**config.mk**
```make
export PLATFORM = sky130hd
export DESIGN_NAME = csse_front
export DESIGN_NICKNAME = d
export VERILOG_FILES = /design/src/csse_pkg.sv /design/src/csse_front.sv
export SDC_FILE = /design/constraint.sdc
export NUM_CORES = 1
export LEC_CHECK = 0
export BUFFER_PORTS_ARGS = -buffer_cell sky130_fd_sc_hd__buf_2
export CAP_MARGIN = 20
export CORE_ASPECT_RATIO = 0.8
export CORE_MARGIN = 2
export CORE_UTILIZATION = 40
export DETAILED_ROUTE_END_ITERATION = 7
export PLACE_DENSITY = 0.66
export SLEW_MARGIN = 10
export SYNTH_ARGS = -nofsm -noshare
export SYNTH_HDL_FRONTEND = slang
export SYNTH_SLANG_ARGS = --single-unit
```
**constraint.sdc**
```tcl
create_clock -name clk -period 2 [get_ports clk]
set_input_delay 0.4 -clock clk [delete_from_list [all_inputs] [get_ports clk]]
set_output_delay 0.4 -clock clk [all_outputs]
set_load 0.05 [all_outputs]
```
**src/csse_pkg.sv**
```systemverilog
// ---------------------------------------------------------------------------
// csse_pkg: shared types and constants for the container stack state engine
// Operation and status codes, word structs and the front-to-back command.
// ---------------------------------------------------------------------------
package csse_pkg;

  localparam int MaxStacksDef = 16;
  localparam int MaxTiersDef  = 16;
  localparam int PrioBitsDef  = 8;

  typedef enum logic [1:0] {
    FN_CLEAR    = 2'd0,
    FN_LOAD     = 2'd1,
    FN_RELOCATE = 2'd2,
    FN_RETRIEVE = 2'd3
  } func_t;

  typedef enum logic [2:0] {
    ST_OK        = 3'd0,
    ST_SRC_EMPTY = 3'd1,
    ST_DST_FULL  = 3'd2,
    ST_NO_BLOCKS = 3'd3,
    ST_BAD_INDEX = 3'd4
  } status_t;

  typedef enum logic [1:0] {
    CFG_STACKS   = 2'd0,
    CFG_TIERS    = 2'd1,
    CFG_GROUND   = 2'd2,
    CFG_TRACKING = 2'd3
  } cfg_idx_t;

  // change kinds for tracking
  typedef enum logic [1:0] {
    CK_NEVER    = 2'd0,
    CK_OUT      = 2'd1,
    CK_IN       = 2'd2,
    CK_RETRIEVE = 2'd3
  } kind_t;

  typedef struct packed {
    logic [1:0]  func;
    logic [3:0]  src_stack;
    logic [3:0]  dst_stack;
    logic [7:0]  priority_req;
    logic [15:0] time_label;
  } in_word_t;

  typedef struct packed {
    logic [2:0] status;
    logic [3:0] acted_stack;
    logic [7:0] moved_priority;
    logic [3:0] best_stack;
    logic       retrievable;
    logic       empty_stack_exists;
    logic [8:0] blocks_left;
    logic [8:0] bad_count;
  } out_word_t;

  // classified command, front to back
  typedef struct packed {
    logic [1:0]  func;
    logic [3:0]  src_stack;
    logic [3:0]  dst_stack;
    logic [7:0]  priority_req;
    logic [15:0] time_label;
    logic        bad_index;
  } cmd_t;

endpackage

```
**src/csse_front.sv**
```systemverilog
// ---------------------------------------------------------------------------
// csse_front: command intake
// Accepts input words, flags out-of-range stack indexes and queues them in a
// short FIFO toward the execution engine.
// ---------------------------------------------------------------------------
module csse_front (
  input  logic               clk,
  input  logic               rst,
  input  logic               flush,
  input  logic [4:0]         stacks_used,
  input  logic               in_valid,
  output logic               in_ready,
  input  csse_pkg::in_word_t in_data,
  output logic               cmd_valid,
  input  logic               cmd_ready,
  output csse_pkg::cmd_t     cmd_data
);
  import csse_pkg::*;

  localparam int Depth = 2;

  cmd_t       fifo [Depth];
  logic       wr_ptr, rd_ptr;
  logic [1:0] count;
  cmd_t       cmd_in;
  logic       push, pop;

  // classify: bad index depends on operation
  always_comb begin
    cmd_in.func         = in_data.func;
    cmd_in.src_stack    = in_data.src_stack;
    cmd_in.dst_stack    = in_data.dst_stack;
    cmd_in.priority_req = in_data.priority_req;
    cmd_in.time_label   = in_data.time_label;
    case (in_data.func)
      FN_LOAD:     cmd_in.bad_index = {1'b0, in_data.dst_stack} >= stacks_used;
      FN_RELOCATE: cmd_in.bad_index = ({1'b0, in_data.dst_stack} >= stacks_used) ||
                                      ({1'b0, in_data.src_stack} >= stacks_used);
      default:     cmd_in.bad_index = 1'b0;
    endcase
  end

  assign in_ready  = (count != 2'(Depth)) && !flush;
  assign push      = in_valid && in_ready;
  assign cmd_valid = count != 2'd0;
  assign pop       = cmd_valid && cmd_ready;
  assign cmd_data  = fifo[rd_ptr];

  always_ff @(posedge clk) begin
    if (push) fifo[wr_ptr] <= cmd_in;
  end

  always_ff @(posedge clk) begin
    if (rst) begin
      wr_ptr <= 1'b0;
      rd_ptr <= 1'b0;
      count  <= 2'd0;
    end else begin
      if (push) wr_ptr <= ~wr_ptr;
      if (pop)  rd_ptr <= ~rd_ptr;
      count <= count + 2'(push) - 2'(pop);
    end
  end

endmodule

```
==> results of run 1 <==
[power by group through the flow]
stage / Clock (W) / Sequential, W / Combinational, W
global placement: 0 / 0.00195 / 0.00169
detailed placement: 0 / 0.00196 / 0.00169
floorplan: 0 / 0.00194 / 0.00129
global route: 0.00123 / 0.00194 / 0.00178
finish: 0.00113 / 0.00193 / 0.00168
CTS: 0.00116 / 0.00193 / 0.00170
[sequential cells by signal (all words and copies together) (netlist names), named ones only]
name and flops:
fifo 70, count 2, rd_ptr 1, wr_ptr 1
[final timing paths]
kind	to	slack (ns)
setup / recovery	cmd_data[17]	0.14
hold / removal	fifo[0][18]	0.24
setup reg to reg	count[1]	0.22
hold reg to reg	wr_ptr	0.49
[routing by layer]
metal / vias to the layer above / wire, um
met5: - / 0
met4: 0 / 68
met3: 5 / 343
met2: 61 / 2510
met1: 816 / 2320
li1: 804 / -
[cell usage after synthesis]
library cell                number  area share (%)
sky130_fd_sc_hd__edfxtp_1       70              70
sky130_fd_sc_hd__inv_1          10             1.3
sky130_fd_sc_hd__o211ai_1        1            0.25
sky130_fd_sc_hd__xnor2_1         1            0.29
sky130_fd_sc_hd__and2_1          1            0.21
sky130_fd_sc_hd__mux2_1         35              13
sky130_fd_sc_hd__o221ai_1        1            0.29
sky130_fd_sc_hd__xor2_1          1            0.29
sky130_fd_sc_hd__a21oi_1         1            0.17
sky130_fd_sc_hd__o21a_2          1            0.29
sky130_fd_sc_hd__nand2b_1        2            0.42
sky130_fd_sc_hd__ha_1           12             5.0
sky130_fd_sc_hd__or2_2           1            0.21
sky130_fd_sc_hd__or4_4           1            0.38
sky130_fd_sc_hd__buf_2           4            0.67
sky130_fd_sc_hd__dfxtp_1         5             3.3
sky130_fd_sc_hd__o31ai_1         1            0.25
sky130_fd_sc_hd__nor3_1          1            0.17
sky130_fd_sc_hd__nor2b_4         1            0.46
sky130_fd_sc_hd__o22ai_1         1            0.21
sky130_fd_sc_hd__a2111oi_0       2            0.59
sky130_fd_sc_hd__nor2_1          5            0.63
sky130_fd_sc_hd__or3_1           1            0.21
sky130_fd_sc_hd__o21a_1          2            0.50
sky130_fd_sc_hd__nor2b_1         1            0.21
sky130_fd_sc_hd__and3_1          1            0.21
[layout make-up]
cell class | instances | area, sq um
Inverter | 10 | 41.3
Clock buffer | 12 | 145
Tap cell | 90 | 113
Clock inverter | 4 | 51.3
Multi-Input combinational cell | 74 | 734
Fill cell | 624 | 3550
Timing Repair Buffer | 85 | 488
Sequential cell | 75 | 2200
[through the flow]
| step | util [%] | instance area [sq um] | total power (W) | setup slack, ns |
|---|---|---|---|---|
| after floorplan | - | 3000 | 0.00323 | 0.0769 |
| after global placement | 48.9 | 3580 | 0.00364 | 0.146 |
| after detailed placement | 48.9 | 3580 | 0.00366 | 0.122 |
| after CTS | 51.6 | 3780 | 0.00479 | 0.113 |
| after global routing | 51.6 | 3780 | 0.00495 | 0.0233 |
| final | 51.6 | 3780 | 0.00474 | 0.137 |
[logic make-up after synthesis]
logic type      synth area share [%]
xor+xnor                       0.586
buf+inv                         1.92
fa+ha+maj                       5.02
flops                           73.6
compound gates                  2.55
mux                             13.2
simple gates                    3.10
==> summary.md, run 1 <==
In this run the tightest slew margin relative to its limit is 73.8%. The required time of the critical path came out at 1.60 ns. Total global routing overflow: 0.

The smallest clock period supported by the final layout is computed as 1.86 ns. In this run the vertical extent of the chip is 81.3 um. The run gives 5240 um as the routed wire length. After global routing, the most crowded layer is met2. Detailed placement finished with a half-perimeter wire length of 3570 um. Final total negative setup slack: 0 ns. The worst hold path begins at in_data[17]. Row generation in the floorplan step produced 28 rows. Critical setup path kind: reg2out. The number of hold buffers added after CTS was 0.

The register clock-pin slew on the reported worst setup and hold paths works out to 0.08 ns. The number of nets in the synthesized netlist is 219. The cell family with the largest share of critical-path delay is buffers and inverters. For this run, the top clock speed supported by timing is 537 MHz. The detailed router placed 1686 vias in this run. The floorplan step defined a core boundary enclosing 7320 sq um. The path category of the worst min-delay check was in2reg. The average vias per placed instance works out to 4.82.

Dividing the detail-routed wire length by the instance count gives 15.0 um. In this run, CTS created clock tree buffers numbering 9. The maximum number of pins on one net before global-route repair was 36; the final-report hold violation count was 0. The clock network is responsible for 23.8% of the overall power. In this run the power density over the cells is 1250 nW/um^2.

For met1 alone, demand over resource in global routing was 16.9%. The sequential power share came out at 40.7%. Setup violations remaining at the end of the flow were counted as 0.

In the global route stage, met2 resource usage came out at 20.8%. The count of nets left with antenna violations once routing finished came out at 0. The critical path goes through buf_4 > mux2_1 > buf_2.

Across the run, the number of max-cap violations was 0. Leakage component of the power: 1.48 nW. The number of design rule violations left after detail routing was 0; the largest fanout of any net on the critical path was 12. For the met3 usage in global routing, the log shows 5.85%. In this run the power spent charging and discharging nets is 0.00176 W.

Compared with the post-synthesis result, the final layout area differs by 26.3%. The root cell of the clock tree is sky130_fd_sc_hd__clkbuf_8. VDD sags by at most 0.747 mV. The setup fix buffers added after clock tree synthesis is 0, and the placer congestion estimate is 0.746.

For this run, the register share of the synthesized area comes to 73.6%. The clock reaches the later pin of the worst-skew pair after 0.34 ns. The hold-critical path depth was 1; the number of warnings reported in the yosys synthesis log was 0. The number of buffers and inverters on the critical path is 2. In the layout the commonest cells are sky130_fd_sc_hd__buf_2 (80), sky130_fd_sc_hd__edfxtp_1 (70), sky130_fd_sc_hd__mux2_1 (35). Count of port buffers added during placement: 80.

The run gives 42 as the number of design-rule violations left by the first detailed-router iteration. TritonCTS built the clock tree. Once the floorplan was initialized, standard cells occupied 40.8% of the core.

Measured along the x axis, the die boundary spans 101 um. Commonest non-fill, non-tap cell in the layout: sky130_fd_sc_hd__buf_2. The run finished with clean final reports.

The setup clock skew after layout came out at 0.00834 ns. Combinational cells account for 35.5% of the total power. The number of antenna diodes in the final layout is 0. Initial antenna violation count: 0. Setup repair after global routing left no endpoint under its margin. The total count of max-transition violations in the final report was 0.

The first global-routing pass estimated 8050 um of wire. The mean cell area of the mapped netlist is 18.3 sq um. The number of iterations in the first detailed-routing pass came out at 4.

The largest single stage delay on the critical path is 0.35 ns. STA classifies the critical path startpoint as a flip-flop. For the worst setup path, the data arrival time is 1.46 ns.

For the cell area after synthesis, the log shows 2990 sq um. Cell count after placement: 334. Instance count on the critical path: 3. The die covers 8190 sq um.

Pin placement for this block handled 81 I/O pins. The number of cells traversed by the worst register-to-register path came out at 8. For the maximum clock insertion buffer count, the log shows 2. The tools report the cell-internal power as 0.00298 W.

The logs give 1691 for the number of global-route vias before repair and 163 for the number of instances in the synthesized netlist. The netlist uses 26 different library cells. The origin of the critical flop-to-flop path was count[0]. In the final layout, the share of cells above drive strength 1 is 41.2%. For the number of cells upsized or downsized after cts, the log shows 0. The final non-filler cell total is 350.

For this run, the total global-route usage over all layers was measured as 13.4%. In the final design database the tool counted 311 nets. The synthesized design contains 75 register bits. The worst setup path is captured at an output pin.

The cell with the largest stage delay on the worst path is sky130_fd_sc_hd__dfxtp_2. The clock drives 75 sinks. The final period utilization is 93.2%, and the switching fraction of total power is 37.2%. The run gives 0.243 ns as the tightest hold margin.

The number of H-tree levels is 3, and the slew at the pin closest to its max-slew limit is 0.383 ns.
Power figures use the tool's default switching activity.
==> run 2, diff against run 1 <==
--- a/config.mk
+++ b/config.mk
@@ -11,6 +11,7 @@
 export CORE_MARGIN = 2
 export CORE_UTILIZATION = 40
 export DETAILED_ROUTE_END_ITERATION = 7
+export GPL_TIMING_DRIVEN = 0
 export PLACE_DENSITY = 0.66
 export SLEW_MARGIN = 10
 export SYNTH_ARGS = -nofsm -noshare
==> run 2 against run 1 <==
Against the previous run:
- largest cell class unchanged
- setup slack got worse by 0.066 ns
- combinational power rose by 2%
- die area did not move
- global-route usage fell by 0.71 points
- clock skew barely moved
==> summary.md, run 2 (synthesis gave the netlist of run 1 again) <==
After clock tree synthesis, the clock-pin slew on the worst setup and hold paths is 0.08 ns. For the worst setup path, the data required time is 1.60 ns. For the estimated wirelength of the detail-placed design, the log shows 3460 um.

Summed over all layers, the global routing overflow is 0. Cells with a size suffix above 1 make up 40.8% of the layout. Ranked by flip-flop count, first place goes to fifo.

The max-slew headroom at the worst pin is 40.6%. The worst setup path is captured at an output pin. In this run the cell area measured after placement is 3510 sq um. The initial standard-cell utilization of the core came out at 40.8%. The initial antenna violation count was 0; the endpoint arrival time on the critical path was 1.53 ns. Minimum clock period: 1.93 ns.

Dividing the final minimum period by the clock period gives 96.4%. Clock tree synthesis inserted a total of 9 buffers. The post-layout net count was 311. The number of nets still failing antenna checks after routing was 0; the number of flip-flops under the largest register name was 70. The library cells used most frequently in the layout, excluding fill and tap cells, are sky130_fd_sc_hd__buf_2 (77), sky130_fd_sc_hd__edfxtp_1 (70), sky130_fd_sc_hd__mux2_1 (35). The logs give 31 for the number of design-rule violations left by the first detailed-router iteration and 81 for the count of boundary I/O pins. The number of global-route vias before repair is 1603, and the total count of max-transition violations in the final report is 0.

Critical setup path kind: reg2out. Setup repair after global routing could not meet its margin everywhere. Dividing the detail-routed via count by the number of cells gives 4.68. In the post-route analysis, the smallest setup slack over all paths is 0.0710 ns. The tree is rooted in a sky130_fd_sc_hd__clkbuf_8. The congestion estimate from routability-driven global placement came to 0.722. Number of iterations in the first detailed-routing pass: 4.

The logs give 0 for the final-report hold violation count and 518 MHz for the highest achievable clock rate. The power per standard cell area is 1240 nW/um^2. In this run the standard cell core region covers 7320 sq um.

The logs give 0 ns for the final total negative setup slack and 0.00805 ns for the setup clock skew after layout. The tools report the number of failing setup endpoints in the final timing report as 0. The number of H-tree levels is 3.

TritonCTS built the clock tree. The flow ran to the end, and the final reports show no timing, DRC or antenna violations. Cells fill 50.9% of the core in the end. The count of port buffers added during placement is 80, and the area growth from synthesis to final layout is 24.7%. The finished cells cover 3730 sq um. Measured along the y axis, the die boundary spans 81.3 um.

Entering global routing, the biggest net connects 36 pins. Critical path launch point type: a flip-flop. Across every metal layer, demand over resource in global routing totals 12.7%. Total die area: 8190 sq um. The commonest non-fill, non-tap cell in the layout is sky130_fd_sc_hd__buf_2. The number of hold buffers added after CTS was 0. The slew at the pin closest to its max-slew limit was 0.891 ns; the die width was 101 um. Prior to clock tree synthesis, the placed netlist has a worst setup slack of -0.0586 ns. The logs give 5140 um for the routed wire length and 1639 for the total vias in the final route. The maximum ir drop on the vdd rail is 0.701 mV. After detailed routing, the average wire length per cell comes to 14.7 um.

The largest registers in the layout are fifo: 70 flops, count: 2 flops. For this run, design rule violations remaining after detail routing come to 0. The longest clock path from root to sink contains 2 buffers. Post-CTS timing repair inserted 0 buffers for setup. Of all nets on the critical path, the largest fanout is 10. 0 antenna diodes ended up in the layout.

The later pin in the worst-skew pair is clocked with a latency of 0.33 ns. The floorplan has 28 rows. For this design, the sink count on the clock tree is 75. The tool flagged a number of max-cap violations equal to 0. The tightest min-delay check is of the in2reg type.

The run gives 7580 um as the global-route wire length before repair. Leakage component of the power: 1.46 nW.
## run 2: per-layer routing
layer	global-route usage, %	vias to the layer above	part of all wire (%)
met5	0	-	0
met4	4.93	0	1.5
met3	6.11	6	6.7
met2	20.2	49	47
met1	14.9	776	45
li1	-	808	-
## run 2: final cells by class
class                      instances  area, sq um
buffer                             4         56.3
clock buffer                      10          128
clock inverter                     6         38.8
fill                             637         3590
inverter                          10         41.3
multi-input combinational         74          734
sequential                        75         2200
tap                               90          113
timing repair buffer              80          408
timing repair inverter             1         7.51
## run 2: stage by stage
stage	total power (W)	cells	hold WS, ns
final	0.00461	350	0.252
after global placement	0.00359	333	0.473
after detailed placement	0.00361	333	0.492
after floorplan	0.00323	163	0.451
after CTS	0.00464	349	0.229
after global routing	0.00483	350	0.223
## run 2: critical path, cell delays in order, from the launching register on
cell and delay [ns]:
sky130_fd_sc_hd__dfxtp_1 0.32, sky130_fd_sc_hd__buf_6 0.15, sky130_fd_sc_hd__buf_8 0.16, sky130_fd_sc_hd__mux2_1 0.33, sky130_fd_sc_hd__buf_2 0.22
## run 2: path summary, 6_finish.rpt
kind	from	to	slack (ns)	cells after the start
worst max register to register	count[1]	count[1]	0.21	8
worst min register to register	wr_ptr	wr_ptr	0.50	2
worst min-delay path	in_data[10]	fifo[0][11]	0.25	1
worst max-delay path	flip-flop	cmd_data[26]	0.07	4
## run 2: timing repair
action | 4_1_cts | 5_1_grt
endpoints found under the hold margin | 0 | 0
gates resized for setup | 7 | 9
cloned | 0 | 1
setup endpoints to repair | 30 | 65
## run 2: where the power goes
group	internal, W	leakage [nW]	switching (W)
Clock	0.000450	0.0845	0.000523
Sequential	0.00187	0.683	0.0000497
Combinational	0.000513	0.691	0.00121
Total	0.00283	1.46	0.00178
==> run 3, diff against run 2 <==
--- a/config.mk
+++ b/config.mk
@@ -9,10 +9,11 @@
 export CAP_MARGIN = 20
 export CORE_ASPECT_RATIO = 0.8
 export CORE_MARGIN = 2
-export CORE_UTILIZATION = 40
+export CORE_UTILIZATION = 45
+export CTS_BUF_LIST = sky130_fd_sc_hd__clkbuf_16
 export DETAILED_ROUTE_END_ITERATION = 7
 export GPL_TIMING_DRIVEN = 0
-export PLACE_DENSITY = 0.66
+export PLACE_DENSITY = 0.73
 export SLEW_MARGIN = 10
 export SYNTH_ARGS = -nofsm -noshare
 export SYNTH_HDL_FRONTEND = slang
==> run 3 against run 2 <==
Against the previous run:
- sequential power about the same
- fmax increased by 0.77%
- utilization increased by 8.9 points
- wire length about the same
- worst hold slack improved by 0.015 ns
- total power increased by 11%
- critical endpoint is now cmd_data[15]
- sequential share of layout area decreased by 1.6 points
- critical path depth unchanged
- cell count decreased by 1.7%
- via count increased by 1.6%
==> summary.md, run 3 (synthesis gave the netlist of run 1 again) <==
The number of global-route vias before repair is 1729, and the final period utilization is 95.7%. For the total count of max-transition violations in the final report, the log shows 0. At the end of routability-driven placement, the weighted congestion stood at 0.721. The number of nets still failing antenna checks after routing is 0. Measured against its own limit, the worst slew margin works out to 44.2%. The area growth from synthesis to final layout is 28.2%, and the die width is 95.1 um. Commonest non-fill, non-tap cell in the layout: sky130_fd_sc_hd__buf_2. The net count of the finished layout is 311. STA classifies the critical path startpoint as a flip-flop. From bottom edge to top edge, the die measures 76.9 um. The total global routing overflow was 0; the post-place setup slack was -0.0361 ns. The initial antenna violation count is 0. Type of element capturing the critical path: an output pin.

In this run the worst path has a maximum fanout of 10. Setup repair after global routing left no endpoint under its margin. The clock latency of the later-clocked register in the worst-skew pair was 0.32 ns; the register clock-pin slew on the reported worst setup and hold paths was 0.06 ns. With fillers left out, the area of the finished cells amounts to 3830 sq um. At the pin with the least slew margin, the transition time is 0.836 ns.

The first detailed-routing pass ran for 4 iterations. For this block, the via count after detailed routing is 1665. The min-delay analysis places its worst path in the category in2reg. The setup clock skew after layout was 0.00273 ns; the antenna diode count was 0. For this design the top-level I/O count stands at 81. The detailed router finished its first iteration with 70 violations. The worst-case IR drop observed on VDD is 0.693 mV. Among cell families on the critical path, the largest total delay comes from buffers and inverters.

For this run, the slowest stage of the critical path takes 0.34 ns. Leaving out fill and tap cells, the most frequent cells in the layout are sky130_fd_sc_hd__buf_2 (79), sky130_fd_sc_hd__edfxtp_1 (70), sky130_fd_sc_hd__mux2_1 (35). Once the clock tree was built, the setup fixing pass inserted 0 buffers. The analysis attributes to cell leakage a power of 1.52 nW.

The minimum clock period works out to 1.91 ns. The maximum number of pins on one net before global-route repair is 36. The tools report the standard cell core area as 6410 sq um. Derived from the worst setup path, the maximum achievable clock frequency is 522 MHz. The required time of the critical path is 1.60 ns, and the initial standard-cell utilization of the core is 46.7%. For this design, the slowest cell found on the critical path is sky130_fd_sc_hd__mux2_1. The most flop-heavy register is fifo. The critical setup path kind is reg2out. The placed standard-cell area came out at 3500 sq um. The largest registers in the layout are fifo: 70 flops, count: 2 flops. The first global-routing pass estimated 7970 um of wire.

The number of failing setup endpoints in the final timing report was 0; the final-report hold violation count was 0. The endpoint arrival time on the critical path is 1.51 ns, and the sum of buffers and inverters on the critical path is 3. TritonCTS built the clock tree. The dominant cell type by count on the critical path was sky130_fd_sc_hd__buf_6.

The critical path goes through buf_6 > buf_6 > mux2_1 > buf_2. The average wire length per cell after detail routing was 15.0 um; the average vias per placed instance was 4.84. For the clock buffer count from CTS, the log shows 9. The register with the most flip-flops in the layout has 70 of them. The root cell of the clock tree was sky130_fd_sc_hd__clkbuf_16. Maximum clock insertion buffer count: 2. The logs give 0 for the count of max-cap constraint violations and 0 for the number of design rule violations left after detail routing. The logs give 26 for the number of rows created at floorplan and 75 for the clock sink total. The tightest hold path in the finished design has a slack of 0.266 ns.

The count of port buffers added during placement works out to 80. The run gives 3500 um as the estimated wirelength of the detail-placed design. Dividing total power by cell area gives a power density of 1340 nW/um^2. Of the cells placed in the final design, the portion with a size suffix greater than 1 is 40.8%. Across every metal layer, demand over resource in global routing totals 15.0%. The flow ran to the end, and the final reports show no timing, DRC or antenna violations.

In the post-route analysis, the smallest setup slack over all paths is 0.0858 ns. The clock tree synthesis step divided the H-tree into 3 levels. The logs give 5150 um for the routed wire length and 7320 sq um for the total die area.
-- run 3: changes by cell type in the layout (fill, tap and decap cells not counted) --
cell                        before  now
sky130_fd_sc_hd__clkinv_2        2    1
sky130_fd_sc_hd__buf_8           3    1
sky130_fd_sc_hd__clkbuf_4        2    1
sky130_fd_sc_hd__inv_6           2    1
sky130_fd_sc_hd__clkinv_4        0    1
sky130_fd_sc_hd__buf_6           1    3
sky130_fd_sc_hd__clkbuf_16       0    9
sky130_fd_sc_hd__clkbuf_1        1    0
sky130_fd_sc_hd__clkbuf_8        9    0
sky130_fd_sc_hd__buf_4           1    0
sky130_fd_sc_hd__inv_1           9   10
sky130_fd_sc_hd__buf_2          77   79
sky130_fd_sc_hd__bufinv_16       0    1
-- run 3: cell type report --
cell class | instances | area [sq um]
clock buffers | 9 | 225
flip-flops and latches | 75 | 2200
clock inverters | 7 | 67.6
inverters | 10 | 41.3
multi-input cells | 74 | 734
repair buffers | 80 | 403
well taps | 84 | 105
fillers | 495 | 2570
repair inverters | 1 | 7.51
plain buffers | 4 | 48.8
-- run 3: worst paths after layout --
kind               from      endpoint  slack (ns)  cells after the start
min reg2reg      wr_ptr        wr_ptr        0.49                      2
max reg2reg    count[1]      count[1]        0.22                      8
max           flip-flop  cmd_data[15]        0.09                      4
min          in_data[1]    fifo[1][2]        0.27                      1
-- run 3: report_power, final --
group	switching, W	leakage (nW)	internal [W]
clock	0.000570	0.145	0.000959
sequential	0.0000494	0.683	0.00187
combinational	0.00119	0.687	0.000495
total	0.00181	1.52	0.00333
-- run 3: stage by stage --
| stage | power (W) | cells | setup TNS, ns | util (%) |
|---|---|---|---|---|
| floorplan | 0.00323 | 163 | 0 | - |
| global route | 0.00539 | 344 | 0 | 59.8 |
| global placement | 0.00359 | 327 | -1.12 | 54.7 |
| CTS | 0.00518 | 343 | 0 | 59.6 |
| finish | 0.00514 | 344 | 0 | 59.8 |
| detailed placement | 0.00360 | 327 | -1.19 | 54.7 |
-- run 3: repair_timing --
item	4_1_cts	5_1_grt
resized for setup	7	4
hold buffers	0	0
gates cloned	0	1
endpoints found under the setup margin	30	54
pin swaps	0	0
-- run 3: per-layer routing --
layer	track usage (%)	vias up	part of all wire, %
met5	0	-	0
li1	-	812	-
met3	7.37	4	8.2
met1	17.6	785	44
met2	23.7	64	47
met4	5.51	0	1.1
